## src/hdl/lcdr_pkg.sv

```systemverilog
package lcdr_pkg;

    localparam int CHARS_PER_LINE = 20;
    localparam int LINES          = 4;
    localparam int CELLS          = CHARS_PER_LINE * LINES;
    localparam int CELL_W         = $clog2(CELLS);
    localparam int COL_W          = $clog2(CHARS_PER_LINE);
    localparam int INIT_BYTES     = 8;
    localparam int CNT_W          = (COL_W > 3) ? COL_W : 3;

    localparam logic [7:0]  SPACE_CHAR   = 8'h20;
    localparam logic [7:0]  CMD_CLEAR    = 8'h01;
    localparam logic [11:0] POWER_UP_10US = 12'd4000;
    localparam logic [8:0]  WAIT_SHORT   = 9'd5;
    localparam logic [8:0]  WAIT_LONG    = 9'd200;

    typedef enum logic [1:0] {
        KIND_INIT    = 2'd0,
        KIND_STORE   = 2'd1,
        KIND_REFRESH = 2'd2,
        KIND_ERASE   = 2'd3
    } kind_t;

    typedef enum logic [1:0] {
        SRC_INIT  = 2'd0,
        SRC_ADDR  = 2'd1,
        SRC_CHAR  = 2'd2,
        SRC_ERASE = 2'd3
    } src_t;

    typedef enum logic [3:0] {
        ST_IDLE,
        ST_INIT_HI,
        ST_INIT_LO,
        ST_ADDR_HI,
        ST_ADDR_LO,
        ST_FETCH,
        ST_CHAR_HI,
        ST_CHAR_LO,
        ST_ERASE_HI,
        ST_ERASE_LO
    } state_t;

    typedef struct packed {
        logic store_cell;
        logic clear_store;
        logic set_init;
        logic load_line;
        logic cnt_clr;
        logic cnt_inc;
        logic fetch;
        logic emit;
        logic low;
        logic last;
        src_t src;
    } lcdr_cmd_t;

    typedef struct packed {
        logic  out_free;
        logic  initialized;
        logic  init_end;
        logic  col_end;
        logic  line_ok;
        kind_t kind;
    } lcdr_status_t;

    function automatic logic [7:0] init_byte(input logic [2:0] idx);
        logic [7:0] b;
        unique case (idx)
            3'd0, 3'd1, 3'd2: b = 8'h30;
            3'd3:             b = 8'h20;
            3'd4:             b = 8'h08;
            3'd5:             b = 8'h0C;
            3'd6:             b = 8'h06;
            default:          b = 8'h02;
        endcase
        return b;
    endfunction

    function automatic logic [8:0] init_wait(input logic [2:0] idx);
        logic [8:0] w;
        unique case (idx)
            3'd0:       w = 9'd500;
            3'd1, 3'd2: w = 9'd20;
            default:    w = WAIT_SHORT;
        endcase
        return w;
    endfunction

    function automatic logic [7:0] line_cmd(input logic [1:0] ln);
        logic [7:0] b;
        unique case (ln)
            2'd0:    b = 8'h02;
            2'd1:    b = 8'hC0;
            2'd2:    b = 8'h94;
            default: b = 8'hD4;
        endcase
        return b;
    endfunction

endpackage

```

## src/hdl/lcdr_ctrl.sv

```systemverilog
module lcdr_ctrl
    import lcdr_pkg::*;
(
    input  logic         clk,
    input  logic         rst_n,
    input  logic         in_valid,
    output logic         in_stall,
    input  lcdr_status_t status,
    output lcdr_cmd_t    cmd
);

    state_t state_reg;
    state_t state_next;

    always_ff @(posedge clk or negedge rst_n)
    begin
        if (!rst_n)
        begin
            state_reg <= ST_IDLE;
        end
        else
        begin
            state_reg <= state_next;
        end
    end

    always_comb
    begin
        state_next = state_reg;
        unique case (state_reg)
            ST_IDLE:
            begin
                if (in_valid)
                begin
                    unique case (status.kind)
                        KIND_INIT:
                        begin
                            if (!status.initialized)
                            begin
                                state_next = ST_INIT_HI;
                            end
                        end
                        KIND_STORE:
                        begin
                            state_next = ST_IDLE;
                        end
                        KIND_REFRESH:
                        begin
                            if (status.line_ok)
                            begin
                                state_next = ST_ADDR_HI;
                            end
                        end
                        KIND_ERASE:
                        begin
                            state_next = ST_ERASE_HI;
                        end
                    endcase
                end
            end
            ST_INIT_HI:
            begin
                if (status.out_free)
                begin
                    state_next = ST_INIT_LO;
                end
            end
            ST_INIT_LO:
            begin
                if (status.out_free)
                begin
                    state_next = status.init_end ? ST_IDLE : ST_INIT_HI;
                end
            end
            ST_ADDR_HI:
            begin
                if (status.out_free)
                begin
                    state_next = ST_ADDR_LO;
                end
            end
            ST_ADDR_LO:
            begin
                if (status.out_free)
                begin
                    state_next = ST_FETCH;
                end
            end
            ST_FETCH:
            begin
                state_next = ST_CHAR_HI;
            end
            ST_CHAR_HI:
            begin
                if (status.out_free)
                begin
                    state_next = ST_CHAR_LO;
                end
            end
            ST_CHAR_LO:
            begin
                if (status.out_free)
                begin
                    state_next = status.col_end ? ST_IDLE : ST_FETCH;
                end
            end
            ST_ERASE_HI:
            begin
                if (status.out_free)
                begin
                    state_next = ST_ERASE_LO;
                end
            end
            ST_ERASE_LO:
            begin
                if (status.out_free)
                begin
                    state_next = ST_IDLE;
                end
            end
            default:
            begin
                state_next = ST_IDLE;
            end
        endcase
    end

    always_comb
    begin
        cmd      = '0;
        cmd.src  = SRC_INIT;
        in_stall = (state_reg != ST_IDLE);
        unique case (state_reg)
            ST_IDLE:
            begin
                if (in_valid)
                begin
                    unique case (status.kind)
                        KIND_INIT:
                        begin
                            cmd.clear_store = !status.initialized;
                            cmd.set_init    = !status.initialized;
                            cmd.cnt_clr     = 1'b1;
                        end
                        KIND_STORE:
                        begin
                            cmd.store_cell = 1'b1;
                        end
                        KIND_REFRESH:
                        begin
                            cmd.load_line = status.line_ok;
                            cmd.cnt_clr   = 1'b1;
                        end
                        KIND_ERASE:
                        begin
                            cmd.clear_store = 1'b1;
                        end
                    endcase
                end
            end
            ST_INIT_HI:
            begin
                cmd.src  = SRC_INIT;
                cmd.emit = status.out_free;
            end
            ST_INIT_LO:
            begin
                cmd.src     = SRC_INIT;
                cmd.low     = 1'b1;
                cmd.emit    = status.out_free;
                cmd.last    = status.init_end;
                cmd.cnt_inc = status.out_free && !status.init_end;
            end
            ST_ADDR_HI:
            begin
                cmd.src  = SRC_ADDR;
                cmd.emit = status.out_free;
            end
            ST_ADDR_LO:
            begin
                cmd.src  = SRC_ADDR;
                cmd.low  = 1'b1;
                cmd.emit = status.out_free;
            end
            ST_FETCH:
            begin
                cmd.src   = SRC_CHAR;
                cmd.fetch = 1'b1;
            end
            ST_CHAR_HI:
            begin
                cmd.src  = SRC_CHAR;
                cmd.emit = status.out_free;
            end
            ST_CHAR_LO:
            begin
                cmd.src     = SRC_CHAR;
                cmd.low     = 1'b1;
                cmd.emit    = status.out_free;
                cmd.last    = status.col_end;
                cmd.cnt_inc = status.out_free && !status.col_end;
            end
            ST_ERASE_HI:
            begin
                cmd.src  = SRC_ERASE;
                cmd.emit = status.out_free;
            end
            ST_ERASE_LO:
            begin
                cmd.src  = SRC_ERASE;
                cmd.low  = 1'b1;
                cmd.emit = status.out_free;
                cmd.last = 1'b1;
            end
            default:
            begin
                cmd = '0;
            end
        endcase
    end

`ifndef SYNTHESIS
    // never load the output register over a beat that is still held
    a_emit_free: assert property (@(posedge clk) disable iff (!rst_n)
        cmd.emit |-> status.out_free)
        else $error("strobe emitted while output register busy");

    a_last_idle: assert property (@(posedge clk) disable iff (!rst_n)
        (cmd.emit && cmd.last) |=> (state_reg == ST_IDLE))
        else $error("controller busy after final strobe");

    a_fetch_char: assert property (@(posedge clk) disable iff (!rst_n)
        cmd.fetch |=> (state_reg == ST_CHAR_HI))
        else $error("cell read not followed by character strobe");
`endif

endmodule

```

## src/hdl/lcdr_dp.sv

```systemverilog
module lcdr_dp
    import lcdr_pkg::*;
(
    input  logic         clk,
    input  logic         rst_n,
    input  logic [1:0]   kind,
    input  logic [6:0]   position,
    input  logic [7:0]   character,
    input  logic [1:0]   line,
    input  lcdr_cmd_t    cmd,
    output lcdr_status_t status,
    output logic         out_valid,
    input  logic         out_stall,
    output logic         reg_select,
    output logic [3:0]   nibble,
    output logic [11:0]  lead_wait_10us,
    output logic [8:0]   wait_after_10us,
    output logic         last
);

    logic [7:0]        mem [CELLS];
    logic [CELLS-1:0]  valid_reg;
    logic              init_reg;
    logic              blank_reg;
    logic [CNT_W-1:0]  cnt_reg;
    logic [CELL_W-1:0] cell_addr_reg;
    logic [1:0]        line_reg;
    logic [7:0]        rd_data_reg;
    logic              rd_valid_reg;

    logic              out_valid_reg;
    logic              rs_reg;
    logic [3:0]        nibble_reg;
    logic [11:0]       lead_reg;
    logic [8:0]        after_reg;
    logic              last_reg;

    logic [CELL_W-1:0] pos_addr;
    logic              pos_ok;
    logic              char_blank;
    logic [7:0]        cur_byte;
    logic              cur_rs;
    logic [11:0]       cur_lead;
    logic [8:0]        cur_after;
    logic              blank_hit;

    assign pos_addr = CELL_W'(position);
    assign pos_ok   = (int'(position) < CELLS);

    // a zero cell turns itself and the rest of its line into spaces
    assign char_blank = blank_reg || (rd_valid_reg && (rd_data_reg == 8'h00));
    assign blank_hit  = cmd.emit && !cmd.low && (cmd.src == SRC_CHAR) && char_blank;

    always_comb
    begin
        cur_byte  = SPACE_CHAR;
        cur_rs    = 1'b0;
        cur_lead  = '0;
        cur_after = WAIT_SHORT;
        unique case (cmd.src)
            SRC_INIT:
            begin
                cur_byte  = init_byte(cnt_reg[2:0]);
                cur_lead  = (cnt_reg == '0) ? POWER_UP_10US : 12'd0;
                cur_after = init_wait(cnt_reg[2:0]);
            end
            SRC_ADDR:
            begin
                cur_byte  = line_cmd(line_reg);
                cur_after = (line_reg == 2'd0) ? WAIT_LONG : WAIT_SHORT;
            end
            SRC_CHAR:
            begin
                cur_rs    = 1'b1;
                cur_byte  = (char_blank || !rd_valid_reg) ? SPACE_CHAR : rd_data_reg;
            end
            SRC_ERASE:
            begin
                cur_byte  = CMD_CLEAR;
                cur_after = WAIT_LONG;
            end
        endcase
    end

    always_ff @(posedge clk)
    begin
        if (cmd.store_cell && pos_ok)
        begin
            mem[pos_addr] <= character;
        end
        if (cmd.fetch)
        begin
            rd_data_reg <= mem[cell_addr_reg];
        end
    end

    always_ff @(posedge clk or negedge rst_n)
    begin
        if (!rst_n)
        begin
            valid_reg     <= '0;
            init_reg      <= 1'b0;
            blank_reg     <= 1'b0;
            cnt_reg       <= '0;
            cell_addr_reg <= '0;
            line_reg      <= '0;
            rd_valid_reg  <= 1'b0;
            out_valid_reg <= 1'b0;
        end
        else
        begin
            if (cmd.clear_store)
            begin
                valid_reg <= '0;
            end
            else if (cmd.store_cell && pos_ok)
            begin
                valid_reg[pos_addr] <= 1'b1;
            end
            else if (blank_hit)
            begin
                valid_reg[cell_addr_reg] <= 1'b0;
            end

            if (cmd.set_init)
            begin
                init_reg <= 1'b1;
            end

            if (cmd.load_line)
            begin
                line_reg      <= line;
                cell_addr_reg <= CELL_W'(int'(line) * CHARS_PER_LINE);
                blank_reg     <= 1'b0;
            end
            else
            begin
                if (blank_hit)
                begin
                    blank_reg <= 1'b1;
                end
                if (cmd.cnt_inc)
                begin
                    cell_addr_reg <= cell_addr_reg + 1'b1;
                end
            end

            if (cmd.cnt_clr)
            begin
                cnt_reg <= '0;
            end
            else if (cmd.cnt_inc)
            begin
                cnt_reg <= cnt_reg + 1'b1;
            end

            if (cmd.fetch)
            begin
                rd_valid_reg <= valid_reg[cell_addr_reg];
            end

            if (cmd.emit)
            begin
                out_valid_reg <= 1'b1;
            end
            else if (!out_stall)
            begin
                out_valid_reg <= 1'b0;
            end
        end
    end

    always_ff @(posedge clk)
    begin
        if (cmd.emit)
        begin
            rs_reg     <= cur_rs;
            nibble_reg <= cmd.low ? cur_byte[3:0] : cur_byte[7:4];
            lead_reg   <= cmd.low ? 12'd0 : cur_lead;
            after_reg  <= cmd.low ? cur_after : 9'd0;
            last_reg   <= cmd.last;
        end
    end

    assign status.out_free    = !out_valid_reg || !out_stall;
    assign status.initialized = init_reg;
    assign status.init_end    = (cnt_reg == CNT_W'(INIT_BYTES - 1));
    assign status.col_end     = (cnt_reg == CNT_W'(CHARS_PER_LINE - 1));
    assign status.line_ok     = (int'(line) < LINES);
    assign status.kind        = kind_t'(kind);

    assign out_valid       = out_valid_reg;
    assign reg_select      = rs_reg;
    assign nibble          = nibble_reg;
    assign lead_wait_10us  = lead_reg;
    assign wait_after_10us = after_reg;
    assign last            = last_reg;

endmodule

```

## src/hdl/char_lcd_refresh_controller.sv

```systemverilog
// Drives a character LCD on a 4-bit bus from a 4x20 text store. An init (when
// not yet initialized), erase or line refresh yields a burst of output beats,
// one per enable strobe (high nibble, then low nibble of each byte), with last
// set on the final beat. Storing a character gives no beat, nor does an init
// once initialized; init gives 16 beats and erase 2; a line refresh gives the
// address byte and then one byte per cell, each character preceded by a read
// of the single-port store. Output stalls hold the beats back. Input is taken
// only when the previous item's beats have all been handed to the output
// register. The store powers up as all spaces with no clearing pass.
module char_lcd_refresh_controller
    import lcdr_pkg::*;
(
    input  logic        clk,
    input  logic        rst_n,
    input  logic        in_valid,
    output logic        in_stall,
    input  logic [1:0]  kind,
    input  logic [6:0]  position,
    input  logic [7:0]  character,
    input  logic [1:0]  line,
    output logic        out_valid,
    input  logic        out_stall,
    output logic        reg_select,
    output logic [3:0]  nibble,
    output logic [11:0] lead_wait_10us,
    output logic [8:0]  wait_after_10us,
    output logic        last
);

    lcdr_cmd_t    cmd;
    lcdr_status_t status;

    lcdr_ctrl u_ctrl (
        .clk      (clk),
        .rst_n    (rst_n),
        .in_valid (in_valid),
        .in_stall (in_stall),
        .status   (status),
        .cmd      (cmd)
    );

    lcdr_dp u_dp (
        .clk             (clk),
        .rst_n           (rst_n),
        .kind            (kind),
        .position        (position),
        .character       (character),
        .line            (line),
        .cmd             (cmd),
        .status          (status),
        .out_valid       (out_valid),
        .out_stall       (out_stall),
        .reg_select      (reg_select),
        .nibble          (nibble),
        .lead_wait_10us  (lead_wait_10us),
        .wait_after_10us (wait_after_10us),
        .last            (last)
    );

endmodule

```

## config.mk

```make
export PLATFORM = sky130hd
export DESIGN_NAME = char_lcd_refresh_controller
export DESIGN_NICKNAME = d
export VERILOG_FILES = /design/src/hdl/lcdr_pkg.sv /design/src/hdl/lcdr_ctrl.sv /design/src/hdl/lcdr_dp.sv /design/src/hdl/char_lcd_refresh_controller.sv
export SDC_FILE = /design/constraint.sdc
export NUM_CORES = 1
export LEC_CHECK = 0
export ABC_AREA = 1
export BUFFER_PORTS_ARGS = -buffer_cell sky130_fd_sc_hd__buf_2
export CAP_MARGIN = 20
export CORE_UTILIZATION = 35
export CTS_BUF_LIST = sky130_fd_sc_hd__clkbuf_4
export DETAILED_ROUTE_END_ITERATION = 7
export PLACE_DENSITY = 0.5
export SYNTH_ARGS = -nofsm -noshare
export SYNTH_HDL_FRONTEND = slang
export SYNTH_HIERARCHICAL = 1
export SYNTH_SLANG_ARGS = --single-unit
```

## constraint.sdc

```tcl
create_clock -name clk -period 3.85 [get_ports clk]
set_clock_uncertainty 0.15 [all_clocks]
set_input_delay 0.5775 -clock clk [delete_from_list [all_inputs] [get_ports clk]]
set_output_delay 0.5775 -clock clk [all_outputs]
set_load 0.03 [all_outputs]
```

==> results.ini, run 1 <==
[global_routing]
grt.total_usage = 0.2189
grt-ovfl-total = 0
grt_first_pass_wirelength_mm = 152.3
grt_pass1_vias = 23530
grt_max_degree = 115
antenna_found_initial = 6

[power_and_ir_drop]
peakVddDrop_v = 0.0003836
sequentialPowerShare = 0.394
clkPwrFrac = 0.299
comb_power_share = 0.308
p_sw_mw = 9.290
p_int_mw = 15.08
swShare = 0.3813
total_leakage_power_nw = 15.11
power.density_nw_per_um2 = 643.7

[floorplanning]
dieArea_um2 = 94740
io_pins = 52
die_width_um = 307.8
rows = 111
coreArea_um2 = 92080
initial_core_util = 0.3554
die_h_um = 307.8

[outcome]
outcome = finished clean

[clock_network]
ctsRootBufferMaster = clkbuf_4
cts_max_path_buffers = 3
clk_latency_ns = 1.12
clkSinkCount = 763
path_clk_slew_ns = 0.07
cts-htree-levels = 4
cts_tree = yes
cts_made_buffers = 202
postCtsSetupBuffers = 0

[logic_synthesis]
yosysTopAreaCell = edfxtp_1
yosysMostFrequentCell = nand2_1
yosys_register_bits = 763
synth_common_cells = 1,118 x nand2_1, 661 x edfxtp_1, 208 x nor2_1
synthTopCellsByArea = edfxtp_1 61%, nand2_1 13%, dfrtp_1 7.8%
netlist_instances = 3039
synth_top_area_share = 0.6065
synth_edf_count = 661
ys_seq_area_frac = 0.6845
ys_types = 50
ys_warn_count = 6
avgSynthCellArea_um2 = 10.77
syn_area_um2 = 32730
synthArstFlopShare = 0.1337
synth_top_flop_cell = edfxtp_1

[drt]
num_vias = 23720
antenna_left = 0
drt-pass1-iter-count = 6
viasPerCell = 5.030
drtIter0Drc = 2206
drc = 0
wl_per_cell_um = 21.81
wl_mm = 102.8

[setup_path]
crit_family = simple AND/OR/NAND/NOR gates
crit_path_max_incr_delay_ns = 0.72
critPathBufInv = 3
slowest_stage = dlygate4sd3_1
crit_path_start = u_ctrl/state_reg[1]
critPathKind = reg -> reg
crit_arrival_ns = 4.33
path_cells = nor2_4 -> nand2_2 -> nor2_1 -> buf_4 -> inv_1 -> nor2_8 -> nand4_4 -> dlygate4sd3_1 -> nor2_2
startpoint_type = register
crit_cells = 9
required_ns = 4.37
critPathCapture = u_dp/mem[61][3]
crit_fanout = 9
reg2reg_depth = 9
reg2reg_slack_ns = 0.04
critPathCaptureType = register
reg2reg_to = u_dp/mem[61][3]
regToRegStartpoint = u_ctrl/state_reg[1]

[final_layout]
layout.nets = 3340
fin_cells = 4715
regArea_um2 = 22410
fillers = 8885
final_area_um2 = 37860
area_delta_synth_final_pct = 15.67
multi_input_area_um2 = 8959
drive_gt1_frac = 0.1758
fin_util = 0.4111
largest_reg_flops = 640

[placed_design]
gp_congestion = 0.9092
placed_area_um2 = 34940
dpl.hpwl_mm = 64.28
placedCellCount = 4323
portBuffers = 44

[sta]
final-setup-viol-count = 0
tightest_slew_ns = 1.093
slew_headroom = 0.2715
fin_crit_ns = 3.813
rsz0062_at_grt = true
report.final.slew_viol_count = 0
max_freq_mhz = 262.3
hold_ws_ns = 0.1511
finalHoldViolations = 0
period_share = 0.9903
setup_tns_ns = 0

[hold_path]
min-delay-start = character[1]
hold_depth = 2
hold_path.class = in -> reg

[job]
drv_cap = 0

==> worst register-to-register path, delay by kind of cell, from the launching register on <==
family	cells	cell delay (ns)
AND/OR/NAND/NOR	6	1.73
buffers and inverters	3	1.08
flip-flops	1	0.48
==> metrics by stage <==
stage | total power, mW | worst slack (ns)
6_report | 24.37 | 0.03744
5_1_grt | 25.68 | -0.1120
4_1_cts | 24.53 | 0.04477
3_5_place_dp | 17.17 | 0.4756
3_3_place_gp | 17.15 | 0.5667
2_1_floorplan | 14.31 | 0.8710
==> what timing repair did <==
action,in CTS,in global routing
hold endpoints to repair,406,9
hold buffers,19,1
gates resized for setup,0,0
endpoints found under the setup margin,0,37
==> power groups by stage <==
stage | logic, mW | clock network [mW] | registers (mW)
2_1_floorplan | 4.52 | 0 | 9.79
3_3_place_gp | 7.40 | 0 | 9.75
3_5_place_dp | 7.41 | 0 | 9.76
4_1_cts | 7.45 | 7.49 | 9.59
5_1_grt | 8.16 | 7.91 | 9.61
6_report | 7.50 | 7.28 | 9.59
==> layout make-up <==
type,count,share of cell area
antenna,8,0.0005288
clock buffer,309,0.06127
clock inverter,54,0.009221
inverter,161,0.01626
multi-input combinational,1975,0.2366
sequential,763,0.5920
tap,1243,0.04108
timing repair buffer,202,0.04303
==> how the worst min path moves through the flow <==
stage / end / slack (ns)
3_5_place_dp: u_dp/out_valid / 0.33
5_1_grt: u_dp/mem[52][1] / 0.09
2_1_floorplan: u_ctrl/state_reg[0] / 0.13
6_report: u_dp/mem[45][1] / 0.15
3_3_place_gp: u_dp/out_valid / 0.33
4_1_cts: u_dp/cnt_reg[1] / 0.02
==> logic make-up after synthesis <==
| logic type | count (synthesis) | share of synthesized area |
|---|---|---|
| buffers and inverters | 307 | 0.04327 |
| xor gates and xnor gates | 1 | 0.0002677 |
| and+or+nand+nor | 1554 | 0.1993 |
| adders and majority gates | 12 | 0.004587 |
| DFF | 763 | 0.6845 |
| other | 2 | 0.0002295 |
| AOI/OAI and AO/OA | 400 | 0.06786 |
==> cell usage in the layout, fill, tap and decap left out, types with 6 or more instances in the layout <==
cell type	Yosys	layout
nand2_1	1118	1118
edfxtp_1	661	661
clkbuf_4	0	309
nor2_1	208	208
a21oi_1	172	172
inv_1	131	131
buf_4	38	126
o21ai_0	100	100
dfrtp_1	102	99
nand3_1	75	75
o21ai_1	47	47
nand4_1	46	46
buf_2	61	43
clkinv_1	10	42
o211ai_1	35	35
a22oi_1	21	21
dlygate4sd3_1	0	20
nor2_2	23	19
inv_2	18	18
nand2_2	16	16
nor3_1	17	16
nor2_4	12	16
ha_1	12	12
buf_12	0	12
diode_2	0	8
conb_1	2	8
clkinv_2	0	6
nand3b_1	6	6
==> metal layers <==
metal,track usage,wire length [µm],vias up
met1,0.2974,45010,11610
li1,-,-,10990
met3,0.05127,7888,160
met5,0,28,-
met4,0.07486,2297,4
met2,0.3427,47590,953
No activity file was read; power rests on OpenSTA's default activity.
==> inputs of run 2 (changes only) <==
--- a/config.mk
+++ b/config.mk
@@ -5,7 +5,6 @@
 export SDC_FILE = /design/constraint.sdc
 export NUM_CORES = 1
 export LEC_CHECK = 0
-export ABC_AREA = 1
 export BUFFER_PORTS_ARGS = -buffer_cell sky130_fd_sc_hd__buf_2
 export CAP_MARGIN = 20
 export CORE_UTILIZATION = 35
==> constraint.sdc (replaced) <==
create_clock -name clk -period 4.4 [get_ports clk]
set_clock_uncertainty 0.15 [all_clocks]
set_input_delay 0.66 -clock clk [delete_from_list [all_inputs] [get_ports clk]]
set_output_delay 0.66 -clock clk [all_outputs]
set_load 0.03 [all_outputs]
==> results.ini, run 2 <==
[setup_path]
crit_fanout = 27  ; +18
critPathBufInv = 3  ; unchanged
crit_cells = 9  ; unchanged
crit_arrival_ns = 4.46  ; +0.13 ns
slowest_stage = dfrtp_4
crit_path_max_incr_delay_ns = 0.80  ; +0.08 ns
path_common_cell = buf_4
critPathKind = reg -> reg
required_ns = 5.06  ; +0.69 ns
critPathCaptureType = register
startpoint_type = register
reg2reg_depth = 9  ; unchanged
crit_family = simple AND/OR/NAND/NOR gates
path_cells = buf_4 -> nor2b_2 -> buf_4 -> a22oi_1 -> o22ai_1 -> nor4_1 -> o22a_1 -> a221oi_1 -> buf_4

[clock_network]
cts_tree = yes
cts-htree-levels = 4  ; unchanged
cts_made_buffers = 201  ; -0.50%
clkSinkCount = 763  ; unchanged
path_clk_slew_ns = 0.07  ; about the same
cts_max_path_buffers = 3  ; unchanged
cts_resized = 0  ; unchanged
ctsRootBufferMaster = clkbuf_4
clk_latency_ns = 1.11  ; about the same

[hold_path]
hold_path.class = in -> reg
hold_depth = 1  ; -1

[sta]
finalHoldViolations = 0  ; unchanged
period_share = 0.8638  ; -0.1265
final-setup-viol-count = 0  ; unchanged
tightest_slew_ns = 1.124  ; +0.03164 ns
fin_crit_ns = 3.801  ; -0.01193 ns
slew_headroom = 0.2504  ; -0.02109
max_freq_mhz = 263.1  ; +0.31%
setup_tns_ns = 0  ; unchanged
report.final.slew_viol_count = 0  ; unchanged
rsz0062_at_grt = false

[logic_synthesis]
synthTopCellsByArea = edfxtp_1 63%, dfrtp_1 8.1%, mux4_2 3.8%
synth_top_area_share = 0.6275  ; +0.02104
yosys_register_bits = 763  ; unchanged
yosysMostFrequentCell = edfxtp_1
ys_seq_area_frac = 0.7082  ; +0.02374
synth_common_cells = 661 x edfxtp_1, 239 x nor2_1, 102 x dfrtp_1
yosysTopAreaCell = edfxtp_1
avgSynthCellArea_um2 = 15.37  ; +43%
netlist_instances = 2058  ; -32%
syn_area_um2 = 31630  ; -3.4%
synth_top_flop_cell = edfxtp_1
ys_types = 75  ; +50%
synth_edf_count = 661  ; unchanged
ys_warn_count = 6  ; unchanged
synthArstFlopShare = 0.1337  ; unchanged

[global_routing]
grt_first_pass_wirelength_mm = 153.3  ; +0.62%
antenna_found_initial = 8  ; +2
grt.total_usage = 0.2355  ; +0.01665
grt_pass1_vias = 21170  ; -10%
grt-ovfl-total = 0  ; unchanged
grt_max_degree = 82  ; -29%

[drt]
wl_mm = 106.2  ; +3.3%
antenna_left = 0  ; unchanged
viasPerCell = 5.717  ; +14%
drtIter0Drc = 2236  ; +1.4%
wl_per_cell_um = 28.94  ; +33%
drt-pass1-iter-count = 6  ; unchanged
num_vias = 20980  ; -12%
drc = 0  ; unchanged

[floorplanning]
coreArea_um2 = 88920  ; -3.4%
dieArea_um2 = 91580  ; -3.3%
die_width_um = 302.6  ; -1.7%
die_h_um = 302.6  ; -1.7%
io_pins = 52  ; unchanged
rows = 109  ; -1.8%
initial_core_util = 0.3557  ; about the same

[final_layout]
final_area_um2 = 36760  ; -2.9%
largest_reg_flops = 640  ; unchanged
drive_gt1_frac = 0.2782  ; +0.1024
layout_commonest_cell = edfxtp_1
layout.nets = 2378  ; -29%
area_delta_synth_final_pct = 16.21
layout_common_cells = 661 x edfxtp_1, 308 x clkbuf_4, 236 x nor2_1, 161 x buf_4, 98 x dfrtp_1

[placed_design]
gp_congestion = 0.9607  ; +5.7%
portBuffers = 44  ; unchanged
placed_area_um2 = 34030  ; -2.6%
dpl.hpwl_mm = 67.94  ; +5.7%

[power_and_ir_drop]
power.density_nw_per_um2 = 610.0  ; -5.2%
peakVddDrop_v = 0.0003676  ; -4.2%
total_leakage_power_nw = 12.76  ; -16%

[job]
drv_cap = 0  ; unchanged

[outcome]
outcome = finished clean

-- run 2: cell count changes in the layout (fill, tap and decap cells not counted), sizes merged, moves of 73 or more --
cell	previous run	this run
a21oi	173	66
o21ai	147	52
inv	158	32
a221oi	0	77
mux2i	0	79
a211oi	3	76
nand2	1137	80
-- run 2: final timing paths --
path / from / endpoint / slack, ns
setup / recovery: u_dp/cell_addr_reg[0] / u_dp/rd_data_reg[4] / 0.60
hold / removal: character[3] / u_dp/mem[40][3] / 0.11
setup reg to reg: u_dp/cell_addr_reg[0] / u_dp/rd_data_reg[4] / 0.60
hold reg to reg: u_dp/valid_reg[15] / u_dp/valid_reg[15] / 0.37
max in group asynchronous: rst_n / u_dp/cell_addr_reg[3] / 1.70
min in group asynchronous: rst_n / u_dp/valid_reg[64] / 0.52
-- run 2: final cells by class --
| cell class | instances | area, µm² |
|---|---|---|
| timing repair buffer | 228 | 1774 |
| sequential | 763 | 22410 |
| inverter | 23 | 86.33 |
| fill | 8247 | 52160 |
| multi-input combinational | 1126 | 8427 |
| tap | 1165 | 1458 |
| antenna | 6 | 15.01 |
| clock inverter | 50 | 274.0 |
| clock buffer | 308 | 2312 |
-- run 2: routing by layer --
layer,vias to the layer above,global-route usage,wire length [µm]
met5,-,0,61
met4,10,0.09524,3486
met3,202,0.06044,9598
met2,1090,0.3538,47830
met1,10820,0.3254,45190
li1,8857,-,-
-- run 2: logic make-up after synthesis --
family / count (synthesis) / share of synthesized area
AO/OA/AOI/OAI: 455 / 0.1054
XOR/XNOR: 9 / 0.002492
adder cells (fa/ha/maj): 12 / 0.004747
buffers and inverters: 175 / 0.02729
flip-flops: 763 / 0.7082
multiplexers: 197 / 0.08623
other: 2 / 0.0002374
AND/OR/NAND/NOR: 445 / 0.06539
-- run 2: metrics by stage --
stage / cells / power (mW) / util / worst slack, ns / hold slack, ns
finish: 3669 / 22.42 / 0.4134 / 0.5994 / 0.1134
global placement: 3291 / 16.21 / 0.3825 / 0.7480 / 0.3347
detailed placement: 3292 / 16.22 / 0.3827 / 0.7706 / 0.3504
CTS: 3663 / 22.49 / 0.4132 / 0.7486 / 0.01491
floorplan: 2064 / 12.83 / - / 1.227 / 0.2144
global route: 3666 / 23.32 / 0.4133 / 0.5466 / 0.07391
-- run 2: where the power goes --
| group | leakage [nW] | switching, mW | internal [mW] |
|---|---|---|---|
| clock | 1.55 | 2.97 | 3.25 |
| combinational | 3.87 | 5.01 | 2.58 |
| sequential | 7.34 | 0.497 | 8.12 |
| total | 12.8 | 8.48 | 13.9 |
-- run 2: timing repair --
item,4_1_cts,5_1_grt
hold endpoints to repair,96,0
buffers inserted,0,0
hold buffers,13,0
